`config.mk`:
```
export PLATFORM = sky130hd
export DESIGN_NAME = format_directive_tokenizer
export DESIGN_NICKNAME = d
export VERILOG_FILES = /design/src/fdt_pkg.sv /design/src/fdt_front.sv /design/src/fdt_fifo.sv /design/src/fdt_back.sv /design/src/format_directive_tokenizer.sv
export VERILOG_INCLUDE_DIRS = /design/src /design/src/src
export SDC_FILE = /design/constraint.sdc
export NUM_CORES = 1
export LEC_CHECK = 0
export ABC_CLOCK_PERIOD_IN_PS = 14840
export BUFFER_PORTS_ARGS = -buffer_cell sky130_fd_sc_hd__clkbuf_2
export CAP_MARGIN = 0
export CORE_MARGIN = 3
export CORE_UTILIZATION = 43
export CTS_BUF_LIST = sky130_fd_sc_hd__clkbuf_8
export CTS_CLUSTER_DIAMETER = 30
export CTS_CLUSTER_SIZE = 16
export DETAILED_ROUTE_END_ITERATION = 12
export GPL_TIMING_DRIVEN = 0
export PLACE_DENSITY = 0.63
export RECOVER_POWER = 25
export SLEW_MARGIN = 10
export SYNTH_ARGS = -nofsm -noshare
export SYNTH_HDL_FRONTEND = slang
export SYNTH_SLANG_ARGS = --single-unit
```
`constraint.sdc`:
```
create_clock -name clk -period 14.84 [get_ports clk]
set_clock_uncertainty 0.15 [all_clocks]
set_input_delay 0.742 -clock clk [delete_from_list [all_inputs] [get_ports clk]]
set_output_delay 0.742 -clock clk [all_outputs]
set_load 0.02 [all_outputs]
```
`src/assert_macros.svh`:
```
// ---------------------------------------------------------------------------
// assert_macros.svh
// Shared concurrent assertion macros for the tokenizer RTL.
// ---------------------------------------------------------------------------
`ifndef ASSERT_MACROS_SVH
`define ASSERT_MACROS_SVH

// Same-cycle implication, disabled while reset is high.
`define ASSERT_IMPLIES(label, clk, rst, ante, cons, msg) \
  label: assert property (@(posedge clk) disable iff (rst) (ante) |-> (cons)) \
    else $error(msg);

// Next-cycle implication, disabled while reset is high.
`define ASSERT_NEXT(label, clk, rst, ante, cons, msg) \
  label: assert property (@(posedge clk) disable iff (rst) (ante) |=> (cons)) \
    else $error(msg);

`endif

```
`src/fdt_pkg.sv`:
```
// ---------------------------------------------------------------------------
// fdt_pkg
// Types and constants shared by the format directive tokenizer modules.
// ---------------------------------------------------------------------------
package fdt_pkg;

  // Token kinds as they appear on the kind port.
  typedef enum logic [3:0] {
    K_INVALID = 4'd0,
    K_LITERAL = 4'd1,
    K_PERCENT = 4'd2,
    K_CHAR    = 4'd3,
    K_STR     = 4'd4,
    K_UINT    = 4'd5,
    K_SINT    = 4'd6,
    K_HEX     = 4'd7,
    K_END     = 4'd8
  } kind_t;

  // Byte classes produced by the front end.
  typedef enum logic [2:0] {
    CLS_TERM    = 3'd0,
    CLS_PERCENT = 3'd1,
    CLS_ZERO    = 3'd2,
    CLS_MINUS   = 3'd3,
    CLS_DOT     = 3'd4,
    CLS_DIGIT   = 3'd5,
    CLS_OTHER   = 3'd6
  } class_t;

  // One classified byte as it travels through the queue.
  typedef struct packed {
    class_t     cls;
    logic [3:0] digit;
    kind_t      conv;
    logic       upper;
  } entry_t;

  // One output token.
  typedef struct packed {
    kind_t       kind;
    logic        zero_fill;
    logic        align_left;
    logic        uppercase;
    logic [15:0] field_width;
    logic        has_precision;
    logic [15:0] precision_value;
    logic [15:0] run_offset;
    logic [15:0] run_length;
    logic [15:0] resume_position;
    logic        last;
  } token_t;

  localparam int QUEUE_DEPTH = 2;

  localparam logic [7:0] CH_TERM    = 8'h00;
  localparam logic [7:0] CH_PERCENT = 8'h25;
  localparam logic [7:0] CH_MINUS   = 8'h2d;
  localparam logic [7:0] CH_DOT     = 8'h2e;
  localparam logic [7:0] CH_ZERO    = 8'h30;
  localparam logic [7:0] CH_NINE    = 8'h39;
  localparam logic [7:0] CH_UPPER_X = 8'h58;
  localparam logic [7:0] CH_LOWER_C = 8'h63;
  localparam logic [7:0] CH_LOWER_D = 8'h64;
  localparam logic [7:0] CH_LOWER_I = 8'h69;
  localparam logic [7:0] CH_LOWER_S = 8'h73;
  localparam logic [7:0] CH_LOWER_U = 8'h75;
  localparam logic [7:0] CH_LOWER_X = 8'h78;

endpackage

```
`src/fdt_front.sv`:
```
// ---------------------------------------------------------------------------
// fdt_front
// Input side: accepts format bytes and classifies them for the parser.
// ---------------------------------------------------------------------------
module fdt_front (
  input  logic           in_valid,
  output logic           in_ready,
  input  logic [7:0]     ch,
  input  logic           full,
  output logic           push,
  output fdt_pkg::entry_t entry
);
  import fdt_pkg::*;

  always_comb begin
    entry.digit = ch[3:0];
    entry.upper = (ch == CH_UPPER_X);
    priority if (ch == CH_TERM) begin
      entry.cls = CLS_TERM;
    end else if (ch == CH_PERCENT) begin
      entry.cls = CLS_PERCENT;
    end else if (ch == CH_ZERO) begin
      entry.cls = CLS_ZERO;
    end else if (ch == CH_MINUS) begin
      entry.cls = CLS_MINUS;
    end else if (ch == CH_DOT) begin
      entry.cls = CLS_DOT;
    end else if (ch > CH_ZERO && ch <= CH_NINE) begin
      entry.cls = CLS_DIGIT;
    end else begin
      entry.cls = CLS_OTHER;
    end

    // Conversion meaning of the byte, used when it closes a directive.
    priority if (ch == CH_PERCENT) begin
      entry.conv = K_PERCENT;
    end else if (ch == CH_LOWER_C) begin
      entry.conv = K_CHAR;
    end else if (ch == CH_LOWER_S) begin
      entry.conv = K_STR;
    end else if (ch == CH_LOWER_U) begin
      entry.conv = K_UINT;
    end else if (ch == CH_LOWER_D || ch == CH_LOWER_I) begin
      entry.conv = K_SINT;
    end else if (ch == CH_LOWER_X || ch == CH_UPPER_X) begin
      entry.conv = K_HEX;
    end else begin
      entry.conv = K_INVALID;
    end
  end

  assign in_ready = !full;
  assign push     = in_valid && !full;

endmodule

```
`src/fdt_fifo.sv`:
```
// ---------------------------------------------------------------------------
// fdt_fifo
// Short register queue between the classifier and the parser.
// ---------------------------------------------------------------------------
module fdt_fifo #(
  parameter int WIDTH = 16,
  parameter int DEPTH = 2
) (
  input  logic             clk,
  input  logic             rst,
  input  logic             push,
  input  logic [WIDTH-1:0] push_data,
  output logic             full,
  input  logic             pop,
  output logic             pop_valid,
  output logic [WIDTH-1:0] pop_data
);

  localparam int PTR_W = (DEPTH > 1) ? $clog2(DEPTH) : 1;
  localparam int CNT_W = $clog2(DEPTH + 1);

  logic [WIDTH-1:0] mem [DEPTH];
  logic [PTR_W-1:0] wr_ptr;
  logic [PTR_W-1:0] rd_ptr;
  logic [CNT_W-1:0] count;

  assign full      = (count == CNT_W'(DEPTH));
  assign pop_valid = (count != '0);
  assign pop_data  = mem[rd_ptr];

  always_ff @(posedge clk) begin
    if (rst) begin
      wr_ptr <= '0;
      rd_ptr <= '0;
      count  <= '0;
    end else begin
      if (push) begin
        wr_ptr <= (wr_ptr == PTR_W'(DEPTH - 1)) ? '0 : wr_ptr + PTR_W'(1);
      end
      if (pop) begin
        rd_ptr <= (rd_ptr == PTR_W'(DEPTH - 1)) ? '0 : rd_ptr + PTR_W'(1);
      end
      if (push && !pop) begin
        count <= count + CNT_W'(1);
      end else if (pop && !push) begin
        count <= count - CNT_W'(1);
      end
    end
  end

  always_ff @(posedge clk) begin
    if (push) begin
      mem[wr_ptr] <= push_data;
    end
  end

endmodule

```
`src/fdt_back.sv`:
```
// ---------------------------------------------------------------------------
// fdt_back
// Parser state machine and output token register.
// ---------------------------------------------------------------------------
`include "assert_macros.svh"

module fdt_back #(
  parameter int VALUE_BITS    = 16,
  parameter int POSITION_BITS = 16
) (
  input  logic            clk,
  input  logic            rst,
  input  logic            head_valid,
  input  fdt_pkg::entry_t head,
  output logic            pop,
  output logic            out_valid,
  input  logic            out_ready,
  output fdt_pkg::token_t tok
);
  import fdt_pkg::*;

  typedef enum logic [2:0] {
    PH_IDLE    = 3'd0,
    PH_LITERAL = 3'd1,
    PH_FLAGS   = 3'd2,
    PH_WIDTH   = 3'd3,
    PH_PREC    = 3'd4
  } phase_t;

  phase_t                   phase, phase_next;
  logic [POSITION_BITS-1:0] position, position_next;
  logic [POSITION_BITS-1:0] literal_origin, literal_origin_next;
  logic [2:0]               flag_bits, flag_bits_next;
  logic [VALUE_BITS-1:0]    width_accum, width_accum_next;
  logic [VALUE_BITS-1:0]    precision_accum, precision_accum_next;
  logic                     second, second_next;

  logic [POSITION_BITS-1:0] pos_inc;
  logic [POSITION_BITS-1:0] run_len;
  logic [VALUE_BITS-1:0]    acc_sel;
  logic [VALUE_BITS+3:0]    acc_ext;
  logic [VALUE_BITS+3:0]    prod;
  logic                     ovf;
  logic                     go_idle;
  logic                     lead_valid;
  logic                     has_end;
  logic                     pair;
  logic                     out_free;
  logic                     load;
  logic                     lead_kind_ok;
  logic                     end_clean;
  token_t                   lead, end_tok, tok_next;

  assign pos_inc = (position == '1) ? position : position + POSITION_BITS'(1);
  assign run_len = position - literal_origin;
  assign acc_sel = (phase == PH_PREC) ? precision_accum : width_accum;
  assign acc_ext = {4'b0000, acc_sel};
  assign prod    = (acc_ext << 3) + (acc_ext << 1) + {{VALUE_BITS{1'b0}}, head.digit};
  assign ovf     = |prod[VALUE_BITS+3:VALUE_BITS];

  always_comb begin
    phase_next           = phase;
    position_next        = position;
    literal_origin_next  = literal_origin;
    flag_bits_next       = flag_bits;
    width_accum_next     = width_accum;
    precision_accum_next = precision_accum;
    go_idle              = 1'b0;
    lead_valid           = 1'b0;
    has_end              = 1'b0;

    // Directive token template; branches override kind, case, resume or the run fields.
    lead.kind            = K_INVALID;
    lead.zero_fill       = flag_bits[0];
    lead.align_left      = flag_bits[1];
    lead.uppercase       = 1'b0;
    lead.field_width     = 16'(width_accum);
    lead.has_precision   = flag_bits[2];
    lead.precision_value = 16'(precision_accum);
    lead.run_offset      = '0;
    lead.run_length      = '0;
    lead.resume_position = 16'(position);
    lead.last            = 1'b1;

    unique case (phase)
      PH_LITERAL: begin
        if (head.cls != CLS_TERM && head.cls != CLS_PERCENT) begin
          position_next = pos_inc;
        end else begin
          lead_valid           = 1'b1;
          lead.kind            = K_LITERAL;
          lead.zero_fill       = 1'b0;
          lead.align_left      = 1'b0;
          lead.field_width     = '0;
          lead.has_precision   = 1'b0;
          lead.precision_value = '0;
          lead.run_offset      = 16'(literal_origin);
          lead.run_length      = 16'(run_len);
          go_idle              = 1'b1;
        end
      end
      PH_FLAGS, PH_WIDTH, PH_PREC: begin
        priority if (head.cls == CLS_TERM) begin
          lead_valid = 1'b1;
          go_idle    = 1'b1;
        end else if (phase == PH_FLAGS && head.cls == CLS_ZERO) begin
          flag_bits_next[0] = 1'b1;
          position_next     = pos_inc;
        end else if (phase == PH_FLAGS && head.cls == CLS_MINUS) begin
          flag_bits_next[1] = 1'b1;
          position_next     = pos_inc;
        end else if (head.cls == CLS_ZERO || head.cls == CLS_DIGIT) begin
          if (phase == PH_FLAGS) begin
            phase_next = PH_WIDTH;
          end
          if (!ovf) begin
            if (phase == PH_PREC) begin
              precision_accum_next = prod[VALUE_BITS-1:0];
            end else begin
              width_accum_next = prod[VALUE_BITS-1:0];
            end
            position_next = pos_inc;
          end else begin
            lead_valid          = 1'b1;
            literal_origin_next = position;
            phase_next          = PH_LITERAL;
            position_next       = pos_inc;
          end
        end else if (head.cls == CLS_DOT && phase != PH_PREC) begin
          flag_bits_next[2] = 1'b1;
          phase_next        = PH_PREC;
          position_next     = pos_inc;
        end else begin
          lead_valid           = 1'b1;
          lead.kind            = head.conv;
          lead.uppercase       = head.upper;
          lead.resume_position = 16'(pos_inc);
          phase_next           = PH_IDLE;
          position_next        = pos_inc;
        end
      end
      default: begin
        go_idle = 1'b1;
      end
    endcase

    if (go_idle) begin
      priority if (head.cls == CLS_TERM) begin
        has_end       = 1'b1;
        position_next = '0;
        phase_next    = PH_IDLE;
      end else if (head.cls == CLS_PERCENT) begin
        flag_bits_next       = '0;
        width_accum_next     = '0;
        precision_accum_next = '0;
        phase_next           = PH_FLAGS;
        position_next        = pos_inc;
      end else begin
        literal_origin_next = position;
        phase_next          = PH_LITERAL;
        position_next       = pos_inc;
      end
    end
  end

  always_comb begin
    end_tok      = '0;
    end_tok.kind = K_END;
    end_tok.last = 1'b1;
  end

  // A pair is a literal or invalid token followed by the end token.
  assign pair     = lead_valid && has_end;
  assign out_free = !out_valid || out_ready;
  assign load     = head_valid && (lead_valid || has_end) && out_free;
  assign pop      = head_valid && (!pair || second) && (out_free || !(lead_valid || has_end));

  always_comb begin
    if (pair && !second) begin
      tok_next      = lead;
      tok_next.last = 1'b0;
    end else if (has_end) begin
      tok_next = end_tok;
    end else begin
      tok_next = lead;
    end

    if (load && pair && !second) begin
      second_next = 1'b1;
    end else if (pop) begin
      second_next = 1'b0;
    end else begin
      second_next = second;
    end
  end

  always_ff @(posedge clk) begin
    if (rst) begin
      phase           <= PH_IDLE;
      position        <= '0;
      literal_origin  <= '0;
      flag_bits       <= '0;
      width_accum     <= '0;
      precision_accum <= '0;
      second          <= 1'b0;
      out_valid       <= 1'b0;
    end else begin
      if (pop) begin
        phase           <= phase_next;
        position        <= position_next;
        literal_origin  <= literal_origin_next;
        flag_bits       <= flag_bits_next;
        width_accum     <= width_accum_next;
        precision_accum <= precision_accum_next;
      end
      second <= second_next;
      if (load) begin
        out_valid <= 1'b1;
      end else if (out_ready) begin
        out_valid <= 1'b0;
      end
    end
  end

  always_ff @(posedge clk) begin
    if (load) begin
      tok <= tok_next;
    end
  end

  assign lead_kind_ok = (tok.kind == K_LITERAL) || (tok.kind == K_INVALID);
  assign end_clean    = (tok.resume_position == '0) && (tok.run_length == '0) && tok.last;

  `ASSERT_IMPLIES(a_second_has_head, clk, rst, second, head_valid, "end token without its byte")
  `ASSERT_IMPLIES(a_first_of_pair, clk, rst, out_valid && !tok.last, lead_kind_ok, "bad first kind")
  `ASSERT_IMPLIES(a_end_clean, clk, rst, out_valid && tok.kind == K_END, end_clean, "stale end token")
  `ASSERT_NEXT(a_pair_then_end, clk, rst, load && pair && !second, second, "pair lost its end")

endmodule

```
`src/format_directive_tokenizer.sv`:
```
// ---------------------------------------------------------------------------
// format_directive_tokenizer
// Splits a printf-style format string, one byte per beat, into tokens.
// ---------------------------------------------------------------------------
// The block takes one format byte per clock cycle while the queue has room
// and returns one token per literal run or directive, plus an end token at
// the terminator byte. Most bytes produce no token and only update the parse
// state; a byte that closes a literal or a directive produces one token. A
// terminator that cuts off a literal run or an unfinished directive produces
// two tokens, the literal or invalid token and then the end token, and the
// parser holds that byte until both tokens are loaded, one after the other,
// since the output register takes one token per cycle at most. When nothing
// stalls, the byte is written into the queue and the token it closes is then
// loaded into the output register, where it is valid on the output ports. The
// classifier and the parser are parted by a two-entry queue, so input beats
// keep being accepted while a finished token waits for the consumer, until two
// bytes sit in the queue; the queue and the single output register together
// absorb a stall on either side. No clearing pass is needed after reset: the
// block is ready for its first byte as soon as reset is released.
// ---------------------------------------------------------------------------
module format_directive_tokenizer #(
  parameter int VALUE_BITS    = 16,
  parameter int POSITION_BITS = 16
) (
  input  logic        clk,
  input  logic        rst,
  input  logic        in_valid,
  output logic        in_ready,
  input  logic [7:0]  ch,
  output logic        out_valid,
  input  logic        out_ready,
  output logic [3:0]  kind,
  output logic        zero_fill,
  output logic        align_left,
  output logic        uppercase,
  output logic [15:0] field_width,
  output logic        has_precision,
  output logic [15:0] precision_value,
  output logic [15:0] run_offset,
  output logic [15:0] run_length,
  output logic [15:0] resume_position,
  output logic        last
);
  import fdt_pkg::*;

  // Classified bytes flow from the front end into the queue.
  entry_t            push_entry;
  logic              push;
  logic              full;

  // The parser pops one queued byte when it has finished with it.
  logic              head_valid;
  logic [$bits(entry_t)-1:0] head_bits;
  entry_t            head;
  logic              pop;

  // The output token register sits inside the parser.
  token_t            tok;

  fdt_front u_front (
    .in_valid (in_valid),
    .in_ready (in_ready),
    .ch       (ch),
    .full     (full),
    .push     (push),
    .entry    (push_entry)
  );

  fdt_fifo #(
    .WIDTH ($bits(entry_t)),
    .DEPTH (QUEUE_DEPTH)
  ) u_fifo (
    .clk       (clk),
    .rst       (rst),
    .push      (push),
    .push_data (push_entry),
    .full      (full),
    .pop       (pop),
    .pop_valid (head_valid),
    .pop_data  (head_bits)
  );

  assign head = entry_t'(head_bits);

  fdt_back #(
    .VALUE_BITS    (VALUE_BITS),
    .POSITION_BITS (POSITION_BITS)
  ) u_back (
    .clk        (clk),
    .rst        (rst),
    .head_valid (head_valid),
    .head       (head),
    .pop        (pop),
    .out_valid  (out_valid),
    .out_ready  (out_ready),
    .tok        (tok)
  );

  // Each token field goes out on a port of its own.
  assign kind            = tok.kind;
  assign zero_fill       = tok.zero_fill;
  assign align_left      = tok.align_left;
  assign uppercase       = tok.uppercase;
  assign field_width     = tok.field_width;
  assign has_precision   = tok.has_precision;
  assign precision_value = tok.precision_value;
  assign run_offset      = tok.run_offset;
  assign run_length      = tok.run_length;
  assign resume_position = tok.resume_position;
  assign last            = tok.last;

endmodule

```
==> results of run 1 <==
[how the worst max path moves through the flow]
stage	cells past startpoint	endpoint	slack (ps)	from
6_report	23	u_back.tok[58]$_DFFE_PP_	7910	u_back.phase[1]$_SDFFE_PP0P_
5_1_grt	23	u_back.tok[78]$_DFFE_PP_	7380	u_back.phase[1]$_SDFFE_PP0P_
2_1_floorplan	18	u_back.tok[0]$_SDFFCE_PP0P_	4200	u_back.phase[1]$_SDFFE_PP0P_
3_5_place_dp	23	u_back.tok[57]$_DFFE_PP_	7930	u_back.phase[1]$_SDFFE_PP0P_
3_3_place_gp	18	u_back.tok[58]$_DFFE_PP_	590	u_back.phase[1]$_SDFFE_PP0P_
4_1_cts	23	u_back.tok[57]$_DFFE_PP_	7890	u_back.phase[1]$_SDFFE_PP0P_
[layout make-up]
class,count,area [µm²]
well taps,280,350.3
repair buffers,109,486.7
fillers,2115,11020
multi-input cells,711,4599
inverters,31,116.4
flip-flops and latches,188,4875
plain buffers,49,219.0
clock inverters,15,196.4
clock buffers,17,234.0
[registers in the layout, summed over array words and instances (netlist names), named ones only]
register / flops
u_fifo.wr_ptr: 1
u_fifo.mem: 22
u_back.out_valid: 1
u_back.tok: 89
u_back.flag_bits: 3
u_back.width_accum: 16
u_fifo.rd_ptr: 1
u_back.precision_accum: 16
u_fifo.count: 2
u_back.phase: 3
u_back.position: 16
u_back.literal_origin: 16
u_back.second: 1
[power groups by stage]
| stage | Clock, mW | Combinational [mW] | Sequential [mW] |
|---|---|---|---|
| 2_1_floorplan | 0 | 0.269 | 0.710 |
| 3_3_place_gp | 0 | 0.433 | 0.673 |
| 3_5_place_dp | 0 | 0.446 | 0.657 |
| 4_1_cts | 0.380 | 0.449 | 0.645 |
| 5_1_grt | 0.402 | 0.486 | 0.651 |
| 6_report | 0.371 | 0.445 | 0.644 |
[placed cells by master, fill, tap and decap left out, types with 4 or more instances in the layout]
| cell | instances |
|---|---|
| o32ai_1 | 7 |
| dfxtp_1 | 77 |
| a21oi_2 | 8 |
| buf_2 | 16 |
| bufinv_16 | 4 |
| o22ai_1 | 9 |
| edfxtp_1 | 111 |
| and3_1 | 8 |
| nor3_1 | 26 |
| clkbuf_1 | 99 |
| nand2_1 | 108 |
| ha_1 | 48 |
| buf_6 | 4 |
| mux2i_1 | 24 |
| a21oi_1 | 76 |
| a31oi_1 | 8 |
| a21o_1 | 16 |
| nand4_1 | 5 |
| buf_4 | 6 |
| o21a_1 | 6 |
| nor2_1 | 109 |
| nor3b_1 | 5 |
| xnor2_1 | 20 |
| clkbuf_8 | 17 |
| nor2b_1 | 10 |
| mux2_2 | 21 |
| nand3_1 | 27 |
| xor2_1 | 20 |
| a211oi_1 | 11 |
| and2_1 | 39 |
| o31ai_1 | 5 |
| o211ai_1 | 5 |
| nor4_1 | 4 |
| or3_1 | 6 |
| nand2b_1 | 10 |
| clkbuf_2 | 32 |
| inv_1 | 32 |
| a31o_2 | 5 |
| o21ai_0 | 22 |
[layer usage]
metal	global-route usage (%)	wire, µm	vias up
li1	-	-	3778
met1	27.97	11350	3629
met2	30.52	10590	222
met3	3.602	1161	28
met4	5.669	371	0
met5	0	0	-
[per-stage QoR]
step	cells	power (mW)	utilization (%)
floorplan	979	0.9794	-
global placement	1360	1.107	48.25
detailed placement	1368	1.104	48.58
CTS	1400	1.475	50.53
global route	1400	1.539	50.14
finish	1400	1.460	50.14
[cell families (layout without fill, tap and decap cells)]
family                   count (synthesis)  count (layout)  share of synthesized area [%]
AO/OA/AOI/OAI                          200             200                          13.44
XOR/XNOR                                40              40                          3.573
adder cells (fa/ha/maj)                 51              51                          6.738
buffers and inverters                   80             221                          3.420
flip-flops                             188             188                          49.72
multiplexers                            45              45                          4.862
AND/OR/NAND/NOR                        375             375                          18.25
[worst max-delay path, delay by kind of cell (launching register included)]
family / cells / cell delay, ps
fa+ha+maj: 2 / 570
mux: 1 / 440
compound gates: 6 / 980
buf+inv: 10 / 3040
flops: 1 / 320
simple gates: 4 / 1110
==> reports/metrics.cfg, run 1 <==
[critical_path]
reg2reg_to = u_back.tok[58]$_DFFE_PP_
reg2reg_slack_ps = 7910
cp_slowest_cell = buf_1
cpMostUsedCell = buf_4
cp_cell_sequence = clkbuf_1, nor2_1, nand2_1, clkbuf_1, buf_1, mux2_2, ha_1, ha_1, clkbuf_1, a21oi_1, o21a_1, o211ai_1, a211oi_1, a211oi_2, nand3_2, buf_6, a21oi_1, nor3_2, buf_4, buf_6, buf_4, buf_4, buf_4
required_ps = 14850
cp_max_fo = 13
path_class = register to register
critPathMaxStageDelay_ps = 580
end_kind = register
worstReg2RegStart = u_back.phase[1]$_SDFFE_PP0P_
arrival_ps = 6950
start_kind = register
ff2ff_path_depth = 23

[timing]
slew_headroom_pct = 34.67
setup_viol = 0
clock.fmax_ghz = 0.1442
fin_ws_ps = 7906
worstMarginPinSlew_ps = 976.3
fin_setup_tns_ps = 0
period_needed_ps = 6934
hold_violations = 0
drv_slew = 0
rsz0062_at_grt = false
hold_slack_ps = 315.2
timing.final.crit_share_pct = 46.73

[min_path]
min-delay-start = u_back.literal_origin[1]$_SDFFE_PP0P_
whs_path_depth = 2
hold_end = u_back.literal_origin[1]$_SDFFE_PP0P_
hp-class = register to register

[grt]
grt_usage_pct = 19.58
grt_remaining_overflow = 0
antenna_found_initial = 0
grt_max_degree = 17
grt_pass1_wl_um = 38350
grt_pass1_vias = 7395

[synthesis]
syn-instance-count = 979
syn-mean-instance-area_um2 = 10.01
ys_seq_area_share_pct = 49.72
yosys-top-cells-count = edfxtp_1 (111), nor2_1 (109), nand2_1 (108)
yosysTopAreaCellShare_pct = 34.00
synth_edf_count = 111
ys.flop_type = edfxtp_1
ys_types = 65
syn_nets = 1042
async_reset_ff_share_pct = 0
yosys_warnings = 0
yosys.cell_count.top_type = edfxtp_1
syn_area_um2 = 9804
yosysTopAreaCell = edfxtp_1
synth_area_leaders = edfxtp_1 (34%), dfxtp_1 (16%), ha_1 (6.1%), nor2_1 (4.2%), nand2_1 (4.1%)
ys_ff_latch = 188

[power_and_ir_drop]
p_per_area_nw_per_um2 = 131.8
ir_drop_uv = 63.75
switching_share_pct = 35.24
p_leak_nw = 4.099
power.internal_mw = 0.9456
clock_power_share_pct = 25.4
p_switching_mw = 0.5146
p_comb_share_pct = 30.5
seqPwrFrac_pct = 44.1

[routing]
wirelength_um = 23470
drt_first_pass_iters = 7
num_vias = 7657
drc = 0
vias_per_cell = 5.469
wl_per_cell_um = 16.77
drtIter0Drc = 433
ant_nets = 0

[layout]
final_area_um2 = 11080
antenna_cells = 0
nets = 1170
layout-drive-gt1-share_pct = 12.05
areaGrowthSynthToFinish_pct = 12.98

[place]
dp_hpwl_um = 17320
gp_congestion = 0.8851
placed_area_um2 = 10730
io_buffers = 101
dpl_worst_slack_ps = 7929

[clock_tree]
ctsResizeCount = 0
htree_num_levels = 4
ctsHoldBuffers = 0
post-cts-setup-buffer-count = 0
numCtsBuffers = 17
numClockSinks = 188
clock_latency_ps = 460
clkTransAtPathRegs_ps = 90
max-clock-path-buffers = 2
cts_root_buf = clkbuf_8
cts_tree = built

[floorplan]
die_y_um = 157
coreArea_um2 = 22090
initial_core_util_pct = 44.38
dieArea_um2 = 24650
rows = 54
die_w_um = 157
ios = 103

[run]
maxCapViolations = 0

[outcome]
status = finished clean

(Power assumes the default switching activity.)
==> run 2, diff against run 1 <==
--- a/config.mk
+++ b/config.mk
@@ -6,7 +6,7 @@
 export SDC_FILE = /design/constraint.sdc
 export NUM_CORES = 1
 export LEC_CHECK = 0
-export ABC_CLOCK_PERIOD_IN_PS = 14840
+export ABC_CLOCK_PERIOD_IN_PS = 7100
 export BUFFER_PORTS_ARGS = -buffer_cell sky130_fd_sc_hd__clkbuf_2
 export CAP_MARGIN = 0
 export CORE_MARGIN = 3
==> constraint.sdc (replaced) <==
create_clock -name clk -period 7.1 [get_ports clk]
set_clock_uncertainty 0.15 [all_clocks]
set_input_delay 0.355 -clock clk [delete_from_list [all_inputs] [get_ports clk]]
set_output_delay 0.355 -clock clk [all_outputs]
set_load 0.02 [all_outputs]
==> reports/metrics.cfg, run 2 (synthesis results as in run 1) <==
[timing]
hold_slack_ps = 99.12
period_needed_ps = 6573
clock.fmax_ghz = 0.1521
fin_ws_ps = 527.3
setup_viol = 0
rsz0062_at_grt = false
drv_slew = 0
worstMarginPinSlew_ps = 990.2
timing.final.crit_share_pct = 92.57
hold_violations = 0
slew_headroom_pct = 33.74

[clock_tree]
cts_tree = built
htree_num_levels = 4
numClockSinks = 188
clock_latency_ps = 470
cts_root_buf = clkbuf_8
max-clock-path-buffers = 2
post-cts-setup-buffer-count = 0
numCtsBuffers = 17
clkTransAtPathRegs_ps = 100

[place]
gp_congestion = 0.8787
io_buffers = 101
dpl_worst_slack_ps = 434.9
placed_area_um2 = 10750
dp_hpwl_um = 17140
dp_cells = 1365

[routing]
num_vias = 7496
drc = 0
wirelength_um = 23250
wl_per_cell_um = 16.62
vias_per_cell = 5.358
drt_first_pass_iters = 5
ant_nets = 0
drtIter0Drc = 473

[critical_path]
path_class = register to register
ff2ff_path_depth = 20
arrival_ps = 6830
cpMostUsedCell = ha_1
cp_max_fo = 10
cp_slowest_cell = buf_1
end_kind = register
path_delay_family = buffers and inverters
worst-path-stages = 20
crit_buf_inv = 5
setup.worst_path.end = u_fifo.count[1]$_SDFFE_PP0P_
worstSetupStartpoint = u_back.phase[1]$_SDFFE_PP0P_
start_kind = register
worstReg2RegStart = u_back.phase[1]$_SDFFE_PP0P_
reg2reg_slack_ps = 530
reg2reg_to = u_fifo.count[1]$_SDFFE_PP0P_
critPathMaxStageDelay_ps = 570
required_ps = 7350
cp_cell_sequence = clkbuf_1, nor2_1, nand2_1, clkbuf_2, buf_1, mux2_2, ha_1, ha_1, a21o_1, a21o_1, a2111oi_4, o211ai_1, a211oi_2, nand3_2, a21oi_1, inv_1, buf_2, ha_1, or3_1, a21oi_1

[layout]
stdcell_count = 1399
multi_input_area_um2 = 4606
nets = 1169
layout-drive-gt1-share_pct = 9.830
antenna_cells = 0
areaGrowthSynthToFinish_pct = 13.03
reg_top3 = u_back.tok: 89 flops, u_fifo.mem: 22 flops
fill_cells = 2134
layout_commonest_cell = clkbuf_1
regArea_um2 = 4875
largest_register_ffs = 89
mostFrequentLayoutCells = clkbuf_1 (121), edfxtp_1 (111), nor2_1 (109)
final_util_pct = 50.16
regMostFlops = u_back.tok
final_area_um2 = 11080

[grt]
grt_usage_pct = 19.21
grt_pass1_vias = 7216
grt_remaining_overflow = 0
grt_pass1_wl_um = 37570
antenna_found_initial = 0
grt_max_degree = 22

[floorplan]
rows = 54
coreArea_um2 = 22090
dieArea_um2 = 24650
ios = 103
initial_core_util_pct = 44.38
die_y_um = 157
die_w_um = 157

[power_and_ir_drop]
p_per_area_nw_per_um2 = 275.2
ir_drop_uv = 116.7
p_leak_nw = 4.018

[min_path]
hp-class = input pin to register

[run]
maxCapViolations = 0

[outcome]
status = finished clean

==> run 2: repair_timing <==
item | 4_1_cts | 5_1_grt
endpoints found under the setup margin | 0 | 1
hold buffers | 2 | 0
hold endpoints to repair | 4 | 0
gates resized for setup | 0 | 2
==> run 2: worst min path at each step <==
stage / slack (ps) / endpoint / cells after the start / start
after floorplan: 280 / u_back.flag_bits[0]$_SDFFE_PP0P_ / 2 / u_back.flag_bits[0]$_SDFFE_PP0P_
after global routing: 70 / u_fifo.mem[1][0]$_DFFE_PP_ / 2 / ch[5]
after detailed placement: 300 / u_back.precision_accum[3]$_SDFFE_PP0P_ / 2 / u_back.precision_accum[3]$_SDFFE_PP0P_
after CTS: 1 / u_fifo.mem[0][7]$_DFFE_PP_ / 1 / ch[2]
after global placement: 300 / u_back.literal_origin[3]$_SDFFE_PP0P_ / 2 / u_back.literal_origin[3]$_SDFFE_PP0P_
final: 100 / u_fifo.mem[0][7]$_DFFE_PP_ / 1 / ch[2]
==> run 2: final cells by class <==
class | count | area share [%]
Buffer | 49 | 1.987
Clock buffer | 17 | 2.111
Clock inverter | 15 | 1.761
Inverter | 31 | 1.050
Multi-Input combinational cell | 711 | 41.56
Sequential cell | 188 | 43.99
Tap cell | 280 | 3.161
Timing Repair Buffer | 108 | 4.381
==> run 2: where the power goes <==
group	switching, mW	internal [mW]
registers	0.0490	1.30
logic	0.631	0.293
clock network	0.396	0.383
total	1.08	1.97
==> run 2: per-stage QoR <==
step                TNS [ps]  power [mW]
floorplan                  0       2.036
global placement     -122730       2.301
detailed placement         0       2.310
CTS                        0       3.090
global route               0       3.222
finish                     0       3.050
==> run 2: per-layer routing <==
layer	vias up	GRT usage, %	wire length, µm	share of wire (%)
met5	-	0	0	0
met4	0	4.544	241	1.0
met3	19	3.409	1143	4.9
met2	179	30.74	10420	45
li1	3761	-	-	-
met1	3537	27.25	11450	49
==> run 3, diff against run 2 <==
--- a/config.mk
+++ b/config.mk
@@ -10,15 +10,14 @@
 export BUFFER_PORTS_ARGS = -buffer_cell sky130_fd_sc_hd__clkbuf_2
 export CAP_MARGIN = 0
 export CORE_MARGIN = 3
-export CORE_UTILIZATION = 43
+export CORE_UTILIZATION = 60
 export CTS_BUF_LIST = sky130_fd_sc_hd__clkbuf_8
 export CTS_CLUSTER_DIAMETER = 30
 export CTS_CLUSTER_SIZE = 16
 export DETAILED_ROUTE_END_ITERATION = 12
 export GPL_TIMING_DRIVEN = 0
-export PLACE_DENSITY = 0.63
+export PLACE_DENSITY = 0.83
 export RECOVER_POWER = 25
-export SLEW_MARGIN = 10
 export SYNTH_ARGS = -nofsm -noshare
 export SYNTH_HDL_FRONTEND = slang
 export SYNTH_SLANG_ARGS = --single-unit
==> reports/metrics.cfg, run 3 (synthesis results as in run 1) <==
[power_and_ir_drop]
clock_power_share_pct = 24.0
ir_drop_uv = 147.4
p_switching_mw = 1.048
p_leak_nw = 4.021
power.internal_mw = 1.951
p_comb_share_pct = 31.1
p_per_area_nw_per_um2 = 272.5
switching_share_pct = 34.94
seqPwrFrac_pct = 44.9

[floorplan]
coreArea_um2 = 15940
ios = 103
dieArea_um2 = 17910
rows = 46
die_w_um = 133.8
die_y_um = 133.8
initial_core_util_pct = 61.50

[place]
gp_congestion = 0.9253
dp_hpwl_um = 16460
io_buffers = 101
dp_cells = 1300

[routing]
drc = 0
vias_per_cell = 5.765
wirelength_um = 22310
drt_first_pass_iters = 5
drtIter0Drc = 772
ant_nets = 0
wl_per_cell_um = 16.71
num_vias = 7696

[timing]
clock.fmax_ghz = 0.1483
worstMarginPinSlew_ps = 907.1
rsz0062_at_grt = false
fin_setup_tns_ps = 0
setup_viol = 0
period_needed_ps = 6741
hold_violations = 0
slew_headroom_pct = 39.31
timing.final.crit_share_pct = 94.95
drv_slew = 0

[layout]
reg_top3 = u_back.tok: 89 flops, u_fifo.mem: 22 flops
regArea_um2 = 4875
fill_cells = 1271
layout-drive-gt1-share_pct = 9.473
stdcell_count = 1335
largest_register_ffs = 89
mostFrequentLayoutCells = clkbuf_1 (122), edfxtp_1 (111), nor2_1 (109)
nets = 1169
layout_commonest_cell = clkbuf_1
multi_input_area_um2 = 4606
regMostFlops = u_back.tok
areaGrowthSynthToFinish_pct = 12.24
antenna_cells = 0

[critical_path]
worstSetupStartpoint = u_back.phase[1]$_SDFFE_PP0P_
worstReg2RegStart = u_back.phase[1]$_SDFFE_PP0P_
ff2ff_path_depth = 20
arrival_ps = 6990
reg2reg_slack_ps = 360
path_class = register to register
reg2reg_to = u_fifo.count[1]$_SDFFE_PP0P_
end_kind = register
start_kind = register
required_ps = 7350
cp_max_fo = 10
setup.worst_path.end = u_fifo.count[1]$_SDFFE_PP0P_

[clock_tree]
post-cts-setup-buffer-count = 0
max-clock-path-buffers = 2
htree_num_levels = 4
cts_tree = built
numClockSinks = 188
ctsResizeCount = 0
cts_root_buf = clkbuf_8
clkTransAtPathRegs_ps = 100
numCtsBuffers = 17
clock_latency_ps = 480

[grt]
grt_remaining_overflow = 0
grt_max_degree = 24
grt_pass1_wl_um = 35850
antenna_found_initial = 0
grt_usage_pct = 24.97
grt_pass1_vias = 7241

[min_path]
hp-class = input pin to register
min-delay-start = ch[5]

[outcome]
status = finished clean

[run]
maxCapViolations = 0

## run 3: metrics by stage
stage	hold WS (ps)	area, µm²	worst slack [ps]	power [mW]	util, %
after global routing	90.31	11000	51.41	3.143	69.02
after CTS	61.15	11120	529.4	3.019	69.75
after global placement	294.4	10590	-1259	2.274	66.43
after detailed placement	297.2	10690	535.4	2.307	67.05
final	93.92	11000	358.6	2.998	69.02
after floorplan	278.5	9816	520.1	2.036	-
## run 3: repair_timing
item,in CTS,in global routing
hold buffers,3,0
setup endpoints to repair,0,0
endpoints found under the hold margin,6,0
## run 3: worst max-delay path, cell delays in order (launching register included)
cell and delay, ps:
dfxtp_1 320, clkbuf_1 360, nor2_1 170, nand2_1 310, clkbuf_1 570, buf_1 580
mux2_2 450, ha_1 300, ha_1 350, a21o_1 190, a21o_1 210, a2111oi_4 360
o211ai_1 160, a211oi_2 350, nand3_2 180, a21oi_1 340, inv_1 220, buf_2 250
ha_1 340, or3_1 350, a21oi_1 150
## run 3: layout make-up
cell class,count,share of cell area (%)
plain buffers,49,1.990
clock buffers,18,2.251
clock inverters,14,1.387
inverters,31,1.057
multi-input cells,711,41.85
flip-flops and latches,188,44.30
well taps,216,2.456
repair buffers,108,4.707
## run 3: worst min-delay path by stage
stage / endpoint / slack (ps) / cells past startpoint
floorplan: u_back.flag_bits[0]$_SDFFE_PP0P_ / 280 / 2
global placement: u_back.literal_origin[3]$_SDFFE_PP0P_ / 290 / 2
detailed placement: u_back.literal_origin[8]$_SDFFE_PP0P_ / 300 / 2
CTS: u_fifo.mem[0][8]$_DFFE_PP_ / 60 / 1
global route: u_fifo.mem[0][0]$_DFFE_PP_ / 90 / 2
finish: u_fifo.mem[0][0]$_DFFE_PP_ / 90 / 2
## run 3: layer usage
layer | global-route usage, % | wire [µm] | up-vias
met1 | 34.20 | 9896 | 3577
met2 | 40.71 | 10390 | 311
met4 | 7.829 | 459 | 0
met3 | 4.614 | 1567 | 44
met5 | 0 | 0 | -
li1 | - | - | 3764
## run 3: power by group through the flow
stage / logic, mW / clock network, mW / registers (mW)
after CTS: 0.944 / 0.728 / 1.35
after detailed placement: 0.936 / 0 / 1.37
after global routing: 1.01 / 0.774 / 1.36
final: 0.932 / 0.720 / 1.35
after floorplan: 0.568 / 0 / 1.47
after global placement: 0.894 / 0 / 1.38
